`src/cme_pkg.sv`:
```
// Package of the charge mode and energy monitor: widths, constants, codes.
// Used by every module of the block; depends on nothing.
package cme_pkg;

  // Field widths.
  localparam int TimeW    = 32;
  localparam int VoltW    = 17;
  localparam int CurrW    = 16;
  localparam int EnergyW  = 64;
  localparam int DtW      = 13;
  localparam int ModeW    = 2;
  localparam int CfgIdxW  = 2;
  localparam int CfgDataW = 32;
  localparam int ItemInW  = 72;
  localparam int ItemOutW = 72;

  // Error quotient: |diff| * 10000 fits in 31 bits.
  localparam int DivQW    = 31;
  localparam int DivCntW  = $clog2(DivQW);
  localparam int ErrSumW  = DivQW + 1;

  // Energy increment: V * I * dt.
  localparam int ViW      = VoltW + CurrW;
  localparam int AddW     = ViW + DtW;
  localparam int MulCntW  = $clog2(CurrW);

  // Thresholds and limits.
  localparam logic [DtW-1:0]     DtCapMs     = DtW'(5000);
  localparam logic [ErrSumW-1:0] HystErr     = ErrSumW'(25);
  localparam logic [VoltW-1:0]   VChargeMv   = VoltW'(1000);
  localparam logic [CurrW-1:0]   IChargeMa   = CurrW'(50);
  localparam logic [VoltW-1:0]   VsetMinMv   = VoltW'(100);
  localparam logic [CurrW-1:0]   IsetMinMa   = CurrW'(50);
  localparam logic [CurrW-1:0]   IsetFloorMa = CurrW'(100);
  localparam logic [TimeW-1:0]   PauseResetDefMs = TimeW'(300000);

  // Register indexes of the configuration port.
  localparam logic [CfgIdxW-1:0] CfgVoltSet = 2'd0;
  localparam logic [CfgIdxW-1:0] CfgCurrSet = 2'd1;
  localparam logic [CfgIdxW-1:0] CfgChgEn   = 2'd2;
  localparam logic [CfgIdxW-1:0] CfgPauseMs = 2'd3;

  typedef enum logic [ModeW-1:0] {
    ModeOff = 2'd0,
    ModeCv  = 2'd1,
    ModeCc  = 2'd2
  } mode_e;

  typedef enum logic [1:0] {
    StIdle = 2'b01,
    StBusy = 2'b10
  } state_e;

  // Multiply by 10000 = 2^13 + 2^10 + 2^9 + 2^8 + 2^4 with shifts and adds.
  function automatic logic [DivQW-1:0] scale_err(input logic [VoltW-1:0] d);
    logic [DivQW-1:0] x;
    x = DivQW'(d);
    return (x << 13) + (x << 10) + (x << 9) + (x << 8) + (x << 4);
  endfunction

endpackage

```
`src/cme_divider.sv`:
```
// Bit-serial restoring divider for the relative setpoint errors.
// One quotient bit per cycle; depends on cme_pkg.
module cme_divider (
  input  logic                      clk_i,
  input  logic                      rst_ni,
  input  logic                      start_i,
  input  logic [cme_pkg::DivQW-1:0] dividend_i,
  input  logic [cme_pkg::VoltW-1:0] divisor_i,
  output logic                      done_o,
  output logic [cme_pkg::DivQW-1:0] quotient_o
);

  logic                        busy_q, busy_d;
  logic [cme_pkg::DivCntW-1:0] cnt_q, cnt_d;
  logic [cme_pkg::VoltW-1:0]   rem_q, rem_d;
  logic [cme_pkg::DivQW-1:0]   quo_q, quo_d;
  logic [cme_pkg::VoltW-1:0]   dsr_q, dsr_d;
  logic [cme_pkg::VoltW:0]     trial;
  logic                        fits;

  // The dividend shifts out of the top of quo_q while quotient bits enter below.
  assign trial = {rem_q, quo_q[cme_pkg::DivQW-1]};
  assign fits  = trial >= {1'b0, dsr_q};

  always_comb begin
    busy_d = busy_q;
    cnt_d  = cnt_q;
    rem_d  = rem_q;
    quo_d  = quo_q;
    dsr_d  = dsr_q;
    if (start_i) begin
      busy_d = 1'b1;
      cnt_d  = cme_pkg::DivCntW'(cme_pkg::DivQW - 1);
      rem_d  = '0;
      quo_d  = dividend_i;
      dsr_d  = divisor_i;
    end else if (busy_q) begin
      rem_d = fits ? cme_pkg::VoltW'(trial - {1'b0, dsr_q}) : trial[cme_pkg::VoltW-1:0];
      quo_d = {quo_q[cme_pkg::DivQW-2:0], fits};
      cnt_d = cnt_q - 1'b1;
      if (cnt_q == '0) begin
        busy_d = 1'b0;
      end
    end
  end

  always_ff @(posedge clk_i or negedge rst_ni) begin
    if (!rst_ni) begin
      busy_q <= 1'b0;
      cnt_q  <= '0;
    end else begin
      busy_q <= busy_d;
      cnt_q  <= cnt_d;
    end
  end

  always_ff @(posedge clk_i) begin
    rem_q <= rem_d;
    quo_q <= quo_d;
    dsr_q <= dsr_d;
  end

  assign done_o     = !busy_q;
  assign quotient_o = quo_q;

endmodule

```
`src/cme_energy_mult.sv`:
```
// Bit-serial shift-add multiplier forming voltage * current * elapsed time.
// Current bits first, then time bits, most significant first; depends on cme_pkg.
module cme_energy_mult (
  input  logic                     clk_i,
  input  logic                     rst_ni,
  input  logic                     start_i,
  input  logic [cme_pkg::VoltW-1:0] volt_i,
  input  logic [cme_pkg::CurrW-1:0] curr_i,
  input  logic [cme_pkg::DtW-1:0]   dt_i,
  output logic                     done_o,
  output logic [cme_pkg::AddW-1:0]  product_o
);

  logic                        busy_q, busy_d;
  logic                        phase_q, phase_d;
  logic [cme_pkg::MulCntW-1:0] cnt_q, cnt_d;
  logic [cme_pkg::VoltW-1:0]   volt_q, volt_d;
  logic [cme_pkg::CurrW-1:0]   curr_sh_q, curr_sh_d;
  logic [cme_pkg::DtW-1:0]     dt_sh_q, dt_sh_d;
  logic [cme_pkg::ViW-1:0]     vi_q, vi_d;
  logic [cme_pkg::AddW-1:0]    acc_q, acc_d;

  always_comb begin
    busy_d    = busy_q;
    phase_d   = phase_q;
    cnt_d     = cnt_q;
    volt_d    = volt_q;
    curr_sh_d = curr_sh_q;
    dt_sh_d   = dt_sh_q;
    vi_d      = vi_q;
    acc_d     = acc_q;
    if (start_i) begin
      busy_d    = 1'b1;
      phase_d   = 1'b0;
      cnt_d     = cme_pkg::MulCntW'(cme_pkg::CurrW - 1);
      volt_d    = volt_i;
      curr_sh_d = curr_i;
      dt_sh_d   = dt_i;
      vi_d      = '0;
      acc_d     = '0;
    end else if (busy_q) begin
      cnt_d = cnt_q - 1'b1;
      if (!phase_q) begin
        vi_d      = (vi_q << 1) + (curr_sh_q[cme_pkg::CurrW-1] ?
                                   cme_pkg::ViW'(volt_q) : '0);
        curr_sh_d = curr_sh_q << 1;
        if (cnt_q == '0) begin
          phase_d = 1'b1;
          cnt_d   = cme_pkg::MulCntW'(cme_pkg::DtW - 1);
        end
      end else begin
        acc_d   = (acc_q << 1) + (dt_sh_q[cme_pkg::DtW-1] ?
                                  cme_pkg::AddW'(vi_q) : '0);
        dt_sh_d = dt_sh_q << 1;
        if (cnt_q == '0) begin
          busy_d = 1'b0;
        end
      end
    end
  end

  always_ff @(posedge clk_i or negedge rst_ni) begin
    if (!rst_ni) begin
      busy_q  <= 1'b0;
      phase_q <= 1'b0;
      cnt_q   <= '0;
    end else begin
      busy_q  <= busy_d;
      phase_q <= phase_d;
      cnt_q   <= cnt_d;
    end
  end

  always_ff @(posedge clk_i) begin
    volt_q    <= volt_d;
    curr_sh_q <= curr_sh_d;
    dt_sh_q   <= dt_sh_d;
    vi_q      <= vi_d;
    acc_q     <= acc_d;
  end

  assign done_o    = !busy_q;
  assign product_o = acc_q;

endmodule

```
`src/charge_mode_and_energy_monitor.sv`:
```
// Charge mode and energy monitor: one result item per measurement item.
// Items are taken one at a time: the next item is accepted only after the result
// of the current one is registered, which waits on the 31-step bit-serial error dividers.
// The output register lets the next item enter while a result waits.
// Reset (rst_ni low, asynchronous) clears all history, the energy to zero,
// the mode to off, and the registers to zero except the pause length (300000 ms).
// Depends on cme_pkg, cme_divider and cme_energy_mult.
module charge_mode_and_energy_monitor (
  input  logic                           clk_i,
  input  logic                           rst_ni,
  // Configuration write port.
  input  logic                           cfg_we_i,
  input  logic [cme_pkg::CfgIdxW-1:0]    cfg_idx_i,
  input  logic [cme_pkg::CfgDataW-1:0]   cfg_data_i,
  // Measurement items.
  input  logic                           s_axis_tvalid,
  output logic                           s_axis_tready,
  // tdata: now_ms[31:0], voltage_mv[48:32], current_ma[64:49],
  //        charger_ready[65], zero fill [71:66]
  input  logic [cme_pkg::ItemInW-1:0]    s_axis_tdata,
  // Result items.
  output logic                           m_axis_tvalid,
  input  logic                           m_axis_tready,
  // tdata: regulation_mode[1:0], is_charging[2], energy_nj[66:3],
  //        zero fill [71:67]
  output logic [cme_pkg::ItemOutW-1:0]   m_axis_tdata
);

  // ---------------------------------------------------------------------
  // Configuration registers.
  // ---------------------------------------------------------------------
  logic [cme_pkg::VoltW-1:0] vset_q;
  logic [cme_pkg::CurrW-1:0] iset_q;
  logic                      chg_en_q;
  logic [cme_pkg::TimeW-1:0] pause_ms_q;

  always_ff @(posedge clk_i or negedge rst_ni) begin
    if (!rst_ni) begin
      vset_q     <= '0;
      iset_q     <= '0;
      chg_en_q   <= 1'b0;
      pause_ms_q <= cme_pkg::PauseResetDefMs;
    end else if (cfg_we_i) begin
      case (cfg_idx_i)
        cme_pkg::CfgVoltSet: vset_q     <= cfg_data_i[cme_pkg::VoltW-1:0];
        cme_pkg::CfgCurrSet: iset_q     <= cfg_data_i[cme_pkg::CurrW-1:0];
        cme_pkg::CfgChgEn:   chg_en_q   <= cfg_data_i[0];
        cme_pkg::CfgPauseMs: pause_ms_q <= cfg_data_i[cme_pkg::TimeW-1:0];
        default: ;
      endcase
    end
  end

  // ---------------------------------------------------------------------
  // Input decode. The block takes an item only in the idle state; all of
  // the work for an item is launched on the accept edge.
  // ---------------------------------------------------------------------
  cme_pkg::state_e state_q, state_d;

  logic                      in_acc;
  logic [cme_pkg::TimeW-1:0] in_now;
  logic [cme_pkg::VoltW-1:0] in_volt;
  logic [cme_pkg::CurrW-1:0] in_curr;
  logic                      in_ready;
  logic                      in_chg;

  assign s_axis_tready = (state_q == cme_pkg::StIdle);
  assign in_acc        = s_axis_tvalid && s_axis_tready;
  assign in_now        = s_axis_tdata[31:0];
  assign in_volt       = s_axis_tdata[48:32];
  assign in_curr       = s_axis_tdata[64:49];
  assign in_ready      = s_axis_tdata[65];

  // A sample counts as charging only with charging enabled, the charger
  // ready and both voltage and current above their presence thresholds.
  assign in_chg = chg_en_q && in_ready && (in_volt > cme_pkg::VChargeMv) &&
                  (in_curr > cme_pkg::IChargeMa);

  // Absolute setpoint differences, scaled to hundredths of a percent
  // numerators. The current divisor never drops below 100 mA.
  logic [cme_pkg::VoltW-1:0] vdiff;
  logic [cme_pkg::CurrW-1:0] idiff;
  logic [cme_pkg::VoltW-1:0] idivisor;

  assign vdiff    = (in_volt >= vset_q) ? (in_volt - vset_q) : (vset_q - in_volt);
  assign idiff    = (in_curr >= iset_q) ? (in_curr - iset_q) : (iset_q - in_curr);
  assign idivisor = (iset_q > cme_pkg::IsetFloorMa) ? {1'b0, iset_q} :
                                                      {1'b0, cme_pkg::IsetFloorMa};

  // Elapsed time since the previous sample, wrapping, capped at 5000 ms.
  logic [cme_pkg::TimeW-1:0] last_time_q;
  logic [cme_pkg::TimeW-1:0] dt_full;
  logic [cme_pkg::DtW-1:0]   dt_capped;

  assign dt_full   = in_now - last_time_q;
  assign dt_capped = (dt_full > cme_pkg::TimeW'(cme_pkg::DtCapMs)) ?
                     cme_pkg::DtCapMs : dt_full[cme_pkg::DtW-1:0];

  // ---------------------------------------------------------------------
  // Serial arithmetic units. Both errors divide in parallel; the energy
  // increment multiplies alongside and finishes first.
  // ---------------------------------------------------------------------
  logic                      vdiv_done, idiv_done, mult_done;
  logic [cme_pkg::DivQW-1:0] verr, ierr;
  logic [cme_pkg::AddW-1:0]  energy_add;

  cme_divider u_vdiv (
    .clk_i      (clk_i),
    .rst_ni     (rst_ni),
    .start_i    (in_acc),
    .dividend_i (cme_pkg::scale_err(vdiff)),
    .divisor_i  (vset_q),
    .done_o     (vdiv_done),
    .quotient_o (verr)
  );

  cme_divider u_idiv (
    .clk_i      (clk_i),
    .rst_ni     (rst_ni),
    .start_i    (in_acc),
    .dividend_i (cme_pkg::scale_err({1'b0, idiff})),
    .divisor_i  (idivisor),
    .done_o     (idiv_done),
    .quotient_o (ierr)
  );

  cme_energy_mult u_mult (
    .clk_i     (clk_i),
    .rst_ni    (rst_ni),
    .start_i   (in_acc),
    .volt_i    (in_volt),
    .curr_i    (in_curr),
    .dt_i      (dt_capped),
    .done_o    (mult_done),
    .product_o (energy_add)
  );

  // Fields of the item in flight that are needed at the end.
  logic                      chg_q;
  logic [cme_pkg::TimeW-1:0] now_q;

  always_ff @(posedge clk_i) begin
    if (in_acc) begin
      chg_q <= in_chg;
      now_q <= in_now;
    end
  end

  // ---------------------------------------------------------------------
  // Finish: once every unit is done and the output register is free, the
  // result is written and the history state is updated in the same cycle.
  // ---------------------------------------------------------------------
  logic fin;
  logic m_valid_q, m_valid_d;

  assign fin = (state_q == cme_pkg::StBusy) && vdiv_done && idiv_done && mult_done &&
               (!m_valid_q || m_axis_tready);

  always_comb begin
    state_d = state_q;
    case (state_q)
      cme_pkg::StIdle: if (in_acc) state_d = cme_pkg::StBusy;
      cme_pkg::StBusy: if (fin)    state_d = cme_pkg::StIdle;
      default:                     state_d = cme_pkg::StIdle;
    endcase
  end

  // Regulation mode. The mode is off, and the held mode forgotten, when the
  // sample is not charging or a setpoint is too small to judge against.
  // Otherwise the error that is clearly smaller names the regulating loop;
  // close errors keep the held mode, or pick one if none is held.
  cme_pkg::mode_e              held_q, held_d, mode_d;
  logic                        mode_off;
  logic [cme_pkg::ErrSumW-1:0] verr_w, ierr_w;

  assign verr_w   = cme_pkg::ErrSumW'(verr);
  assign ierr_w   = cme_pkg::ErrSumW'(ierr);
  assign mode_off = !chg_q || (vset_q < cme_pkg::VsetMinMv) ||
                    (iset_q < cme_pkg::IsetMinMa);

  always_comb begin
    held_d = held_q;
    if (mode_off) begin
      held_d = cme_pkg::ModeOff;
    end else if (ierr_w + cme_pkg::HystErr < verr_w) begin
      held_d = cme_pkg::ModeCc;
    end else if (verr_w + cme_pkg::HystErr < ierr_w) begin
      held_d = cme_pkg::ModeCv;
    end else if (held_q == cme_pkg::ModeOff) begin
      held_d = (verr_w <= ierr_w) ? cme_pkg::ModeCv : cme_pkg::ModeCc;
    end
    mode_d = held_d;
  end

  // Energy and pause tracking. The first sample only records its time.
  // A charging sample adds its increment with saturation and ends any pause.
  // A non-charging sample opens a pause if none is open, and clears the
  // energy once when the pause has lasted at least the configured length.
  logic                        time_valid_q, time_valid_d;
  logic [cme_pkg::TimeW-1:0]   last_time_d;
  logic [cme_pkg::TimeW-1:0]   pause_start_q, pause_start_d;
  logic                        pause_valid_q, pause_valid_d;
  logic                        pause_done_q, pause_done_d;
  logic [cme_pkg::EnergyW-1:0] energy_q, energy_d;
  logic [cme_pkg::EnergyW:0]   energy_sum;
  logic [cme_pkg::TimeW-1:0]   pause_len;

  // A pause that opens on this sample starts at its own time.
  assign energy_sum = {1'b0, energy_q} + (cme_pkg::EnergyW + 1)'(energy_add);
  assign pause_len  = now_q - (pause_valid_q ? pause_start_q : now_q);

  always_comb begin
    time_valid_d  = time_valid_q;
    last_time_d   = last_time_q;
    pause_start_d = pause_start_q;
    pause_valid_d = pause_valid_q;
    pause_done_d  = pause_done_q;
    energy_d      = energy_q;
    if (!time_valid_q) begin
      time_valid_d = 1'b1;
      last_time_d  = now_q;
    end else begin
      last_time_d = now_q;
      if (chg_q) begin
        energy_d      = energy_sum[cme_pkg::EnergyW] ? '1 :
                        energy_sum[cme_pkg::EnergyW-1:0];
        pause_valid_d = 1'b0;
        pause_done_d  = 1'b0;
      end else begin
        if (!pause_valid_q) begin
          pause_start_d = now_q;
          pause_valid_d = 1'b1;
        end
        if (!pause_done_q && (pause_len >= pause_ms_q)) begin
          energy_d     = '0;
          pause_done_d = 1'b1;
        end
      end
    end
  end

  always_ff @(posedge clk_i or negedge rst_ni) begin
    if (!rst_ni) begin
      state_q       <= cme_pkg::StIdle;
      held_q        <= cme_pkg::ModeOff;
      time_valid_q  <= 1'b0;
      last_time_q   <= '0;
      pause_start_q <= '0;
      pause_valid_q <= 1'b0;
      pause_done_q  <= 1'b0;
      energy_q      <= '0;
    end else begin
      state_q <= state_d;
      if (fin) begin
        held_q        <= held_d;
        time_valid_q  <= time_valid_d;
        last_time_q   <= last_time_d;
        pause_start_q <= pause_start_d;
        pause_valid_q <= pause_valid_d;
        pause_done_q  <= pause_done_d;
        energy_q      <= energy_d;
      end
    end
  end

  // ---------------------------------------------------------------------
  // Output register.
  // ---------------------------------------------------------------------
  logic [cme_pkg::ItemOutW-1:0] m_data_q;

  always_comb begin
    m_valid_d = m_valid_q;
    if (fin) begin
      m_valid_d = 1'b1;
    end else if (m_axis_tready) begin
      m_valid_d = 1'b0;
    end
  end

  always_ff @(posedge clk_i or negedge rst_ni) begin
    if (!rst_ni) begin
      m_valid_q <= 1'b0;
    end else begin
      m_valid_q <= m_valid_d;
    end
  end

  always_ff @(posedge clk_i) begin
    if (fin) begin
      m_data_q <= {5'b0, energy_d, chg_q, mode_d};
    end
  end

  assign m_axis_tvalid = m_valid_q;
  assign m_axis_tdata  = m_data_q;

endmodule

```
`config.mk`:
```
export PLATFORM = sky130hd
export DESIGN_NAME = charge_mode_and_energy_monitor
export DESIGN_NICKNAME = d
export VERILOG_FILES = /design/src/cme_pkg.sv /design/src/cme_divider.sv /design/src/cme_energy_mult.sv /design/src/charge_mode_and_energy_monitor.sv
export SDC_FILE = /design/constraint.sdc
export NUM_CORES = 2
export LEC_CHECK = 0
export ABC_AREA = 1
export BUFFER_PORTS_ARGS = -buffer_cell sky130_fd_sc_hd__buf_4
export CORE_MARGIN = 4
export CORE_UTILIZATION = 50
export DETAILED_ROUTE_END_ITERATION = 16
export PLACE_DENSITY = 0.79
export SYNTH_ARGS = -nofsm -noshare
export SYNTH_HDL_FRONTEND = slang
export SYNTH_SLANG_ARGS = --single-unit
```
`constraint.sdc`:
```
create_clock -name clk_i -period 5.56 [get_ports clk_i]
set_clock_uncertainty 0.2 [all_clocks]
set_input_delay 0.278 -clock clk_i [delete_from_list [all_inputs] [get_ports clk_i]]
set_output_delay 0.278 -clock clk_i [all_outputs]
set_load 0.01 [all_outputs]
```
==> impl_results.md <==
* Largest net degree at the start of global routing at 88
* Violated checks: negative setup slack
* Critical R2R Capture: u_idiv.quotient_o[28]$_DFFE_PP_
* Buffers on Ports at 173
* R2r startpoint: iset_q[0]$_DFFE_PN0P_
* Wire per inst at 18.07 um
* Via density at 5.505
* Most used cell, CP: inv_2
* Initial Utilization at 0.5056
* Final min period at 5718 ps
* Mapped Avg Cell Area at 7.206 um2
* Area of the multi-input gates at 0.02983 mm2
* Largest area contributor in the synthesized netlist: edfxtp_1
* Max Root-Sink Buffers at 3
* Share of the synthesized area in the top cell type at 0.1502
* Post-synth EDFFs at 241
* Placed instance count at 8350
* Worst-margin pin slew at 1124 ps
* Core ar. at 0.09529 mm2
* Setup crit end: u_idiv.quotient_o[28]$_DFFE_PP_
* IO Pins at 185
* Via count at 47622
* Critical setup path kind: reg2reg
* CTS tree: built
* Status: finished, violations left
* Antenna Nets Post-Route at 0
* Ys Warns at 0
* DRT Wirelength at 156.3 mm
* Drt first pass iters at 6
* Total grt overflow at 0
* Top cells by count, synth: 1723 x nand2_1, 1082 x inv_1, 523 x o21ai_0
* Sequential cell area at 0.01502 mm2
* Worst min path class: in2reg
* Width of the chip at 318.4 um
* FILL cells at 8249
* RSZ-0062 raised after global routing: true
* Top-count cell post-synth: nand2_1
* Sequential-to-total area share from yosys stat at 0.3116
* Reg2Reg Depth at 28
* DRC at 0
* Area Overhead vs Synth at 21.51%
* Endpoints failing setup at 17
* GRT Overall Usage at 0.2916
* Cells after Synth at 6687
* Synthesized area at 0.04818 mm2
* Clk sink count at 574
* Skew-Pair Late Insertion Delay at 650 ps
* Vias in the first global route at 44973
* Setup crit end kind: register
* Top post-synthesis cells by area: edfxtp_1 15%, nand2_1 13%, ha_1 12%
* Number of placement rows at 113
* Final Non-Filler Cells at 8650
* GP Congestion at 1.017
* Final hold violations at 0
* Worst path slowest cell: fa_1
* Num CTS Buffers at 68
* Die Ht at 318.4 um
* Required time worst endpoint at 5700 ps
* Critical path launch point type: register
* DR iter-0 viols at 4487
* Clock transition at path regs at 70 ps
* Die footprint at 0.1014 mm2
* Yosys reg bits at 574
* Slew Limit Fails at 0
* R2R Setup Slk at -160 ps
* CP Launch Point: iset_q[0]$_DFFE_PN0P_
* Main synth FF type: edfxtp_1
* Post-DP HPWL at 118.7 mm
* Post-synth cell types at 72
* CTS root buffer: clkbuf_16
* First-pass GRT wire length at 241.1 mm
* H-tree level count at 3
* Setup ws final at -157.7 ps
* Maxcap violations at 0
* Worst path max stage delay at 580 ps
* Initial antenna violation count at 5
* Final Cycle Share at 1.028
* Worst EP arrival at 5860 ps
* Rel. slew slack at 0.2485
* Fraction of registers with async set/reset at 0.3833
* Layout cells sized above 1 at 0.1468
* Fmax at 174.9 MHz
* Post-layout nets at 7976
* CP max FO at 3
==> registers in the layout, indices dropped and copies added (netlist names), 4 cells and up <==
name               flops
u_idiv.quotient_o     31
iset_q                16
last_time_q           32
last_time_d           32
u_vdiv.dsr_q          17
u_vdiv.cnt_q           5
vset_q                17
u_idiv.dsr_q          16
u_idiv.cnt_q           5
u_mult.product_o      46
pause_start_q         32
u_mult.cnt_q           4
u_mult.dt_sh_q        13
u_idiv.rem_q          17
u_mult.curr_sh_q      16
m_axis_tdata          67
u_mult.volt_q         17
pause_ms_q            32
u_mult.vi_q           33
u_vdiv.quotient_o     31
energy_q              64
u_vdiv.rem_q          17
==> layer usage <==
metal / vias up / share of wire / global-route usage / wire (um)
met4: 2 / 0.039 / 0.1050 / 6117
met1: 22281 / 0.43 / 0.4035 / 67110
met3: 340 / 0.077 / 0.04156 / 12040
li1: 23145 / - / - / -
met2: 1854 / 0.45 / 0.4671 / 71060
met5: - / 0.000058 / 0 / 9
==> placed cells by master (no fill, tap or decap), types with 72 or more instances in the layout <==
cell           instances
nor3_1                97
o21ai_0              485
xor2_1               188
inv_1               1044
fa_1                  72
nand4_1               73
ha_1                 406
dlygate4sd3_1        100
nand3_1              329
edfxtp_1             241
dfxtp_1              113
dfrtp_1              205
nor2_1               425
a21oi_1              417
nand2_1             1669
buf_4                597
==> how the worst min path moves through the flow <==
stage | start | to | slack [ps] | cells after the start
3_5_place_dp | rst_ni | energy_q[47]$_DFFE_PN0P_ | 190 | 1
6_report | cfg_data_i[12] | pause_ms_q[12]$_DFFE_PN1P_ | 40 | 3
3_3_place_gp | rst_ni | energy_q[43]$_DFFE_PN0P_ | 190 | 1
5_1_grt | cfg_data_i[12] | pause_ms_q[12]$_DFFE_PN1P_ | 2 | 3
4_1_cts | cfg_data_i[12] | iset_q[12]$_DFFE_PN0P_ | 1 | 3
2_1_floorplan | rst_ni | chg_en_q$_DFFE_PN0P_ | -220 | 0
==> cell families after synthesis <==
family | Yosys count | share of synthesized area
simple gates | 2808 | 0.2430
xor+xnor | 262 | 0.04762
compound gates | 1249 | 0.1442
flops | 574 | 0.3116
fa+ha+maj | 542 | 0.1534
buf+inv | 1250 | 0.09989
mux | 1 | 0.0002077
other cells | 1 | 0.00007783
==> final cells by class <==
type	count	share of cell area
Antenna cell	6	0.0002564
Timing Repair Buffer	720	0.09881
Sequential cell	574	0.2566
Clock buffer	89	0.03165
Multi-Input combinational cell	4867	0.5094
Tap cell	1265	0.02703
Clock inverter	37	0.005748
Inverter	1092	0.07048
==> critical path: cells and delay by family (launching register included) <==
| kind | cells | cell delay [ps] |
|---|---|---|
| fa+ha+maj | 6 | 2310 |
| simple gates | 9 | 980 |
| compound gates | 4 | 640 |
| buf+inv | 8 | 630 |
| flops | 1 | 410 |
| xor+xnor | 1 | 250 |
==> metrics by stage <==
step	setup TNS, ps	utilization	instance area [um2]	worst slack [ps]	hold WS, ps
after floorplan	0	-	48230	16.67	-217.6
after global placement	-4841	0.5597	53340	-361.8	191.2
after detailed placement	-11880	0.5597	53340	-442.7	189.3
after CTS	-15.49	0.6003	57200	-15.49	1.158
after global routing	-5484	0.6143	58540	-310.9	2.016
final	-1122	0.6144	58550	-157.7	38.18
==> repair_timing <==
action                     4_1_cts  5_1_grt
hold buffers                   101        0
gates cloned                     0        0
buffers inserted                25       44
hold endpoints to repair       213        0
gates resized for setup        105      250
pin swaps                       51      140
setup endpoints to repair       74      158
Power is left out: the tool's default activity adds up to more than one toggle a clock period on the data nets, which glitch-free logic cannot reach.
